--- config.mk ---
export PLATFORM = sky130hd
export DESIGN_NAME = uart_command_line_recognizer_flat
export DESIGN_NICKNAME = d
export VERILOG_FILES = /design/src/ucl_pkg.sv /design/src/ucl_if.sv /design/src/uart_command_line_recognizer.sv /design/src/flat_wrapper.sv
export SDC_FILE = /design/constraint.sdc
export NUM_CORES = 1
export LEC_CHECK = 0
export ABC_AREA = 1
export BUFFER_PORTS_ARGS = -buffer_cell sky130_fd_sc_hd__buf_2
export CAP_MARGIN = 20
export CORE_MARGIN = 2
export CORE_UTILIZATION = 35
export CTS_BUF_LIST = sky130_fd_sc_hd__clkbuf_8
export CTS_CLUSTER_DIAMETER = 40
export DETAILED_ROUTE_END_ITERATION = 12
export HOLD_SLACK_MARGIN = 0.12
export PLACE_DENSITY = 0.51
export SLEW_MARGIN = 20
export SYNTH_ARGS = -nofsm -noshare
export SYNTH_HDL_FRONTEND = slang
export SYNTH_SLANG_ARGS = --single-unit
--- constraint.sdc ---
create_clock -name i_clk -period 3.6 [get_ports i_clk]
set_input_delay 0.36 -clock i_clk [delete_from_list [all_inputs] [get_ports i_clk]]
set_output_delay 0.36 -clock i_clk [all_outputs]
set_load 0.1 [all_outputs]
--- src/ucl_pkg.sv ---
// Shared types and constants for the UART command line recognizer.
// No dependencies; compiled first.
`default_nettype none

package ucl_pkg;

    // Line buffer capacity; a line is full at LINE_CAPACITY-1 characters.
    localparam int LINE_CAPACITY = 32;
    localparam int LEN_W         = $clog2(LINE_CAPACITY);

    localparam int NUM_WORDS = 7;
    localparam int WORD_MAX  = 6;
    localparam int CHAR_W    = $clog2(WORD_MAX);

    localparam logic [NUM_WORDS-1:0] ALL_CANDIDATES = '1;

    typedef enum logic [1:0] {
        OP_OPEN = 2'd0,
        OP_BYTE = 2'd1,
        OP_TICK = 2'd2
    } t_opcode;

    typedef enum logic [2:0] {
        ST_NONE     = 3'd0,
        ST_ACCEPT   = 3'd1,
        ST_UNKNOWN  = 3'd2,
        ST_TOO_LONG = 3'd3,
        ST_TIMEOUT  = 3'd4
    } t_status;

    localparam logic [2:0] CMD_NONE = 3'd0;

    localparam logic [7:0] CHAR_CR        = 8'd13;
    localparam logic [7:0] CHAR_LF        = 8'd10;
    localparam logic [7:0] PRINTABLE_LOW  = 8'd32;
    localparam logic [7:0] PRINTABLE_HIGH = 8'd126;

    // Command words; entry k is command k+1. Short words are zero padded.
    localparam logic [7:0] WORD_TEXT [NUM_WORDS][WORD_MAX] = '{
        '{"A", "U", "T", "O", 8'h00, 8'h00},
        '{"B", "O", "O", "T", " ", "A"},
        '{"B", "O", "O", "T", " ", "B"},
        '{"S", "A", "F", "E", " ", "A"},
        '{"S", "A", "F", "E", " ", "B"},
        '{"U", "P", "D", "A", "T", "E"},
        '{"S", "T", "A", "Y", 8'h00, 8'h00}
    };

    localparam logic [2:0] WORD_LEN [NUM_WORDS] = '{
        3'd4, 3'd6, 3'd6, 3'd6, 3'd6, 3'd6, 3'd4
    };

endpackage

`default_nettype wire

--- src/ucl_if.sv ---
// Valid/ready channel interfaces for the command line recognizer.
// Depends on ucl_pkg for opcode and status types.
`default_nettype none

interface ucl_in_if import ucl_pkg::*; ();
    logic       valid;
    logic       ready;
    t_opcode    opcode;
    logic [7:0] data_byte;

    modport source (output valid, output opcode, output data_byte, input ready);
    modport sink   (input valid, input opcode, input data_byte, output ready);
endinterface

interface ucl_out_if import ucl_pkg::*; ();
    logic       valid;
    logic       ready;
    t_status    status;
    logic [2:0] command;
    logic       window_active;

    modport source (output valid, output status, output command, output window_active,
                    input ready);
    modport sink   (input valid, input status, input command, input window_active,
                    output ready);
endinterface

`default_nettype wire

--- src/uart_command_line_recognizer.sv ---
// A result is valid in the cycle after acceptance; the output register drains
// while the next item enters. Throughput: one item per cycle unless o_out.ready stalls.
// The only loop is the state update (window, tick count, line length, match mask).
// Reset (i_rst_n low, synchronous): window closed, counters cleared, mask all ones,
// timeout register 1000, output register empty.
`default_nettype none

module uart_command_line_recognizer import ucl_pkg::*; (
    input  wire         i_clk,
    input  wire         i_rst_n,
    ucl_in_if.sink      i_in,
    ucl_out_if.source   o_out,
    input  wire         psel,
    input  wire         penable,
    input  wire         pwrite,
    input  wire  [2:0]  paddr,
    input  wire  [31:0] pwdata,
    output logic [31:0] prdata,
    output logic        pready
);

    // ---------------------------------------------------------------
    // Configuration: one register, the window timeout in ticks, at byte address 0.
    // Byte lanes inside a word are not decoded.
    // ---------------------------------------------------------------
    localparam logic REG_TIMEOUT = 1'b0;

    logic [31:0] r_timeout;

    assign pready = 1'b1;
    assign prdata = (paddr[2] == REG_TIMEOUT) ? r_timeout : 32'd0;

    always_ff @(posedge i_clk) begin
        if (!i_rst_n) begin
            r_timeout <= 32'd1000;
        end else if (psel && penable && pwrite && pready && paddr[2] == REG_TIMEOUT) begin
            r_timeout <= pwdata;
        end
    end

    // ---------------------------------------------------------------
    // Recognizer state
    // ---------------------------------------------------------------
    localparam logic [LEN_W-1:0] LEN_LAST = LEN_W'(LINE_CAPACITY - 1);

    logic                 r_open,    n_open;
    logic [31:0]          r_elapsed, n_elapsed;
    logic [LEN_W-1:0]     r_len,     n_len;
    logic [NUM_WORDS-1:0] r_mask,    n_mask;

    // Output register
    logic       r_out_valid;
    t_status    r_status,  n_status;
    logic [2:0] r_command, n_command;
    logic       r_active;

    logic in_fire;
    logic is_eol;
    logic is_print;
    logic [2:0] match_cmd;

    // Take a new item whenever the output slot is empty or being drained.
    assign i_in.ready = !r_out_valid || o_out.ready;
    assign in_fire    = i_in.valid && i_in.ready;

    assign is_eol   = (i_in.data_byte == CHAR_CR) || (i_in.data_byte == CHAR_LF);
    assign is_print = (i_in.data_byte >= PRINTABLE_LOW) && (i_in.data_byte <= PRINTABLE_HIGH);

    // Lowest-numbered surviving word whose length equals the line length.
    always_comb begin
        match_cmd = CMD_NONE;
        for (int k = NUM_WORDS - 1; k >= 0; k--) begin
            if (r_mask[k] && r_len == LEN_W'(WORD_LEN[k])) begin
                match_cmd = 3'(k + 1);
            end
        end
    end

    always_comb begin
        n_open    = r_open;
        n_elapsed = r_elapsed;
        n_len     = r_len;
        n_mask    = r_mask;
        n_status  = ST_NONE;
        n_command = CMD_NONE;

        case (i_in.opcode)
            OP_OPEN: begin
                n_open    = 1'b1;
                n_elapsed = 32'd0;
                n_len     = '0;
                n_mask    = ALL_CANDIDATES;
                if (r_timeout == 32'd0) begin
                    n_open   = 1'b0;
                    n_status = ST_TIMEOUT;
                end
            end
            OP_BYTE: begin
                if (r_open) begin
                    if (is_eol) begin
                        // empty line end is ignored
                        if (r_len != '0) begin
                            n_command = match_cmd;
                            if (match_cmd != CMD_NONE) begin
                                n_status = ST_ACCEPT;
                                n_open   = 1'b0;
                            end else begin
                                n_status = ST_UNKNOWN;
                            end
                            n_len  = '0;
                            n_mask = ALL_CANDIDATES;
                        end
                    end else if (r_len != LEN_LAST) begin
                        if (is_print) begin
                            for (int k = 0; k < NUM_WORDS; k++) begin
                                // the length test keeps the char index below WORD_MAX
                                if (!(r_len < LEN_W'(WORD_LEN[k]) &&
                                      WORD_TEXT[k][r_len[CHAR_W-1:0]] == i_in.data_byte)) begin
                                    n_mask[k] = 1'b0;
                                end
                            end
                            n_len = r_len + 1'b1;
                        end
                    end else begin
                        // line full: drop the byte and start over
                        n_len    = '0;
                        n_mask   = ALL_CANDIDATES;
                        n_status = ST_TOO_LONG;
                    end
                end
            end
            OP_TICK: begin
                if (r_open) begin
                    if (r_elapsed != 32'hFFFF_FFFF) begin
                        n_elapsed = r_elapsed + 32'd1;
                    end
                    if (n_elapsed >= r_timeout) begin
                        n_open   = 1'b0;
                        n_status = ST_TIMEOUT;
                    end
                end
            end
            default: begin
                // unused opcode: no state change, status none
            end
        endcase
    end

    always_ff @(posedge i_clk) begin
        if (!i_rst_n) begin
            r_open      <= 1'b0;
            r_elapsed   <= 32'd0;
            r_len       <= '0;
            r_mask      <= ALL_CANDIDATES;
            r_out_valid <= 1'b0;
        end else begin
            if (in_fire) begin
                r_open      <= n_open;
                r_elapsed   <= n_elapsed;
                r_len       <= n_len;
                r_mask      <= n_mask;
                r_out_valid <= 1'b1;
            end else if (o_out.ready) begin
                r_out_valid <= 1'b0;
            end
        end
    end

    // Result payload, loaded with each accepted item.
    always_ff @(posedge i_clk) begin
        if (in_fire) begin
            r_status  <= n_status;
            r_command <= n_command;
            r_active  <= n_open;
        end
    end

    assign o_out.valid         = r_out_valid;
    assign o_out.status        = r_status;
    assign o_out.command       = r_command;
    assign o_out.window_active = r_active;

`ifndef SYNTHESIS
    // Every accepted item leaves a result in the output register.
    a_result_follows: assert property (@(posedge i_clk) disable iff (!i_rst_n)
        in_fire |=> o_out.valid)
        else $error("accepted item produced no result");

    // A command code appears exactly with an accepted command.
    a_command_status: assert property (@(posedge i_clk) disable iff (!i_rst_n)
        o_out.valid |-> ((o_out.command != CMD_NONE) == (o_out.status == ST_ACCEPT)))
        else $error("command code and status disagree");

    // Accept and timeout both close the window.
    a_close_on_end: assert property (@(posedge i_clk) disable iff (!i_rst_n)
        o_out.valid && (o_out.status == ST_ACCEPT || o_out.status == ST_TIMEOUT)
        |-> !o_out.window_active)
        else $error("window still open after accept or timeout");

    // Window state reported matches the internal state it was taken from.
    a_active_tracks: assert property (@(posedge i_clk) disable iff (!i_rst_n)
        in_fire |=> (o_out.window_active == r_open))
        else $error("reported window state differs from internal state");
`endif

endmodule

`default_nettype wire
--- src/flat_wrapper.sv ---
// flat-port wrapper written by rule: the top's interface ports become plain ports
module uart_command_line_recognizer_flat import ucl_pkg::*;
  (i_clk, i_rst_n, psel, penable, pwrite, paddr, pwdata, prdata, pready, i_in_valid, i_in_opcode, i_in_data_byte, i_in_ready, o_out_valid, o_out_status, o_out_command, o_out_window_active, o_out_ready);
  ucl_in_if i_in_i ();
  ucl_out_if o_out_i ();
  input  wire i_clk;
  input  wire i_rst_n;
  input  wire psel;
  input  wire penable;
  input  wire pwrite;
  input  wire  [2:0] paddr;
  input  wire  [31:0] pwdata;
  output logic [31:0] prdata;
  output logic pready;
  input wire logic [$bits(i_in_i.valid)-1:0] i_in_valid;
  input wire logic [$bits(i_in_i.opcode)-1:0] i_in_opcode;
  input wire logic [$bits(i_in_i.data_byte)-1:0] i_in_data_byte;
  output wire logic [$bits(i_in_i.ready)-1:0] i_in_ready;
  output wire logic [$bits(o_out_i.valid)-1:0] o_out_valid;
  output wire logic [$bits(o_out_i.status)-1:0] o_out_status;
  output wire logic [$bits(o_out_i.command)-1:0] o_out_command;
  output wire logic [$bits(o_out_i.window_active)-1:0] o_out_window_active;
  input wire logic [$bits(o_out_i.ready)-1:0] o_out_ready;
  assign i_in_i.valid = i_in_valid;
  assign i_in_i.opcode = i_in_opcode;
  assign i_in_i.data_byte = i_in_data_byte;
  assign i_in_ready = i_in_i.ready;
  assign o_out_valid = o_out_i.valid;
  assign o_out_status = o_out_i.status;
  assign o_out_command = o_out_i.command;
  assign o_out_window_active = o_out_i.window_active;
  assign o_out_i.ready = o_out_ready;
  uart_command_line_recognizer u_core (.i_clk(i_clk), .i_rst_n(i_rst_n), .i_in(i_in_i), .o_out(o_out_i), .psel(psel), .penable(penable), .pwrite(pwrite), .paddr(paddr), .pwdata(pwdata), .prdata(prdata), .pready(pready));
endmodule
==> results.md <==
- Slowest-stage cell, CP: dfxtp_2
- Pwr Density: 295 mW/mm^2
- Initial Util: 0.356
- Crit path largest cell delay: 0.37 ns
- Core area: 0.0172 mm^2
- Fin Clk Skew: 0.0168 ns
- Fin. Hold Viols: 0
- # hold bufs at CTS: 0
- Post-synth EDFFs: 7
- Worst-skew pair later-pin latency: 0.38 ns
- Place WS: 0.161 ns
- Total gr overflow: 0
- Post-Route WL: 17,500 um
- FILL cells: 1,937
- Avg Cell Area, Syn: 6.89 um^2
- Critical path required time: 3.91 ns
- Most frequent cells in the layout: 213 x nand2_1, 103 x inv_1, 90 x buf_2
- DR vias: 5,851
- Critical path type: flip-flop to flip-flop
- Antenna Violating Nets Remaining: 0
- Seq cells post-synth: 85
- Setup WS post-layout: 0.340 ns
- Static Leak: 0.00318 uW
- Maxcap violations: 0
- Most used DFF post-synth: dfxtp_1
- Crit path DAT: 3.57 ns
- Ant diodes: 0
- Slew @ Worst Pin: 0.571 ns
- DR WL/cell: 14.5 um
- Post-Syn Area: 0.00612 mm^2
- Multi-input gate area: 0.00379 mm^2
- Slew margin rel.: 0.616
- Crit path time final: 3.26 ns
- CTS buffer count: 9
- Die W: 136 um
- Largest net degree at the start of global routing: 52
- Setup TNS: 0 ns
- Die ar.: 0.0186 mm^2
- First-pass GRT wire length: 28,400 um
- CTS tree: done
- Clock slew at reported path FFs: 0.09 ns
- Worst Hold Class: primary input to flip-flop
- Site Rows: 48
- Syn nets: 992
- Status: finished, final reports clean
- All-Layer GR Usage: 0.194
- CTS Root Cell: clkbuf_8
- Most Frequent Cell on Critical Path: nand2_1
- Slew Limit Fails: 0
- Leading area contributor after synthesis: dfxtp_1
- Cell family with most CP delay: simple AND/OR/NAND/NOR gates
- Worst Setup End Kind: flip-flop
- Worst path buffer plus inverter count: 2
- RSZ-0062 raised after global routing: no
- Fmax: 0.307 GHz
- # DRC: 0
- CP Cell Sequence: ha_1, nand2_2, nor2_2, nand2_2, nor4_4, nand4_4, buf_4, nand2_2, ha_1, nand2_1, inv_1, nand2_1, nand2_1, nand2_1, nand2_1, a21oi_1, nand3_2, nand2_1, nand3_1, nand2_1, nand2_1, a21oi_1
- Initial antenna violation count: 0
- First drt pass iteration count: 4
- Tcrit/Tclk final: 0.905
- Share of cells above drive strength 1: 0.188
- Clock buffer depth: 2
- Sink Count: 85
- GPL Wtd Cong: 0.952
- Mapped Cells: 889
- Sequential share of the synthesized area: 0.289
- Nets: 1,075
- Vias per cell: 4.87
- Die Ht: 136 um
- Post-synth cell types: 48
- Reg area: 0.00177 mm^2
- Drt first-iter violations: 243
- H-tree levels: 3
- Post-DP HPWL: 13,800 um
- Worst IR Drop VDD: 186 uV
- Area delta synth->final: 14.2%
- Asr flop ratio synth: 0
- Ys Warns: 0
- Vias in the first global route: 5,536
- Top cell type's share of synthesized area: 0.255
- Setup crit start kind: flip-flop
- CP Max Fanout: 12
- Setup Viol. Count Final: 0
- Ports: 94
- Most area-consuming cells after synthesis: dfxtp_1 26%, nand2_1 13%, ha_1 10%
- Port bufs: 90
- Most common cell after layout, fill and taps aside: nand2_1
## power breakdown
group	switching (uW)	leakage, uW	internal [uW]	total (uW)
clock	355	0.0000990	311	666
sequential	17.9	0.000704	978	996
combinational	299	0.00238	99.2	398
## synth_stat cells, types with 2 or more instances
cell type / number
nand2_1: 213
inv_1: 101
nor2_1: 84
dfxtp_1: 78
a21oi_1: 66
ha_1: 51
o21ai_0: 47
xor2_1: 33
nand3_1: 29
nor3_1: 23
nand2_2: 21
clkbuf_1: 19
nand4_1: 15
a21oi_2: 14
nor4_1: 14
xnor2_1: 11
edfxtp_1: 7
inv_2: 7
o211ai_1: 6
buf_2: 5
buf_4: 4
nor2_2: 4
nor3_2: 4
nand3_2: 3
a2111oi_0: 2
buf_6: 2
nand2_4: 2
nor2_4: 2
o21a_1: 2
o31ai_1: 2
## per-stage QoR
stage          utilization  hold slack, ns  area [um^2]  power [uW]  std cells
6_report             0.407           0.215         6990        2060       1202
5_1_grt              0.407           0.210         6990        2160       1202
4_1_cts              0.405           0.195         6950        2080       1198
3_5_place_dp         0.394           0.441         6770        1420       1182
3_3_place_gp         0.394           0.441         6770        1420       1182
2_1_floorplan            -           0.419         6120        1320        889
## sequential cells by signal (all words and copies together) (netlist names)
register	flops
u_core.o_out.window_active	1
u_core.r_open	1
u_core.r_mask	7
u_core.o_out.command	3
u_core.o_out.status	3
u_core.r_timeout	32
u_core.r_len	5
u_core.r_elapsed	32
u_core.o_out.valid	1
## area by class of cell
type | count | share of cell area
clock buffers | 9 | 0.0177
clock inverters | 7 | 0.00841
inverters | 109 | 0.0585
multi-input cells | 663 | 0.542
flip-flops and latches | 85 | 0.254
well taps | 225 | 0.0403
repair buffers | 104 | 0.0794
## routing by layer
layer | wire length [um] | share of wire | up-vias | track usage
met5 | 0 | 0 | - | 0
met4 | 526 | 0.030 | 0 | 0.0845
met3 | 468 | 0.027 | 31 | 0.0280
met2 | 8260 | 0.47 | 79 | 0.318
met1 | 8190 | 0.47 | 2688 | 0.253
li1 | - | - | 3053 | -
## path summary, 6_finish.rpt
path	from	to	slack (ns)	cells after the start
max	u_core.r_elapsed[0]	u_core.r_open	0.34	22
min	pwdata[9]	u_core.r_timeout[9]	0.21	3
max reg2reg	u_core.r_elapsed[0]	u_core.r_open	0.34	22
min reg2reg	u_core.r_mask[4]	u_core.r_mask[4]	0.46	2
## kinds of logic (layout without fill, tap and decap cells)
family                   Yosys count  count (layout)  synth area share
AND/OR/NAND/NOR                  422             422             0.314
AO/OA/AOI/OAI                    144             144             0.135
buffers and inverters            141             229            0.0930
flip-flops                        85              85             0.289
adder cells (fa/ha/maj)           51              51             0.104
XOR/XNOR                          44              44            0.0630
other                              1               1          0.000613
multiplexers                       1               1           0.00164
## tightest hold or removal path, delay by kind of cell
family	cells	cell delay (ns)
AOI/OAI and AO/OA	1	0.07
and+or+nand+nor	1	0.05
buffers and inverters	1	0.08
## timing repair
action                                  4_1_cts  5_1_grt
setup buffers                                 0        4
endpoints found under the setup margin        0        2
endpoints found under the hold margin         0        0
resized for setup                             0        4
Power figures use the tool's default switching activity.
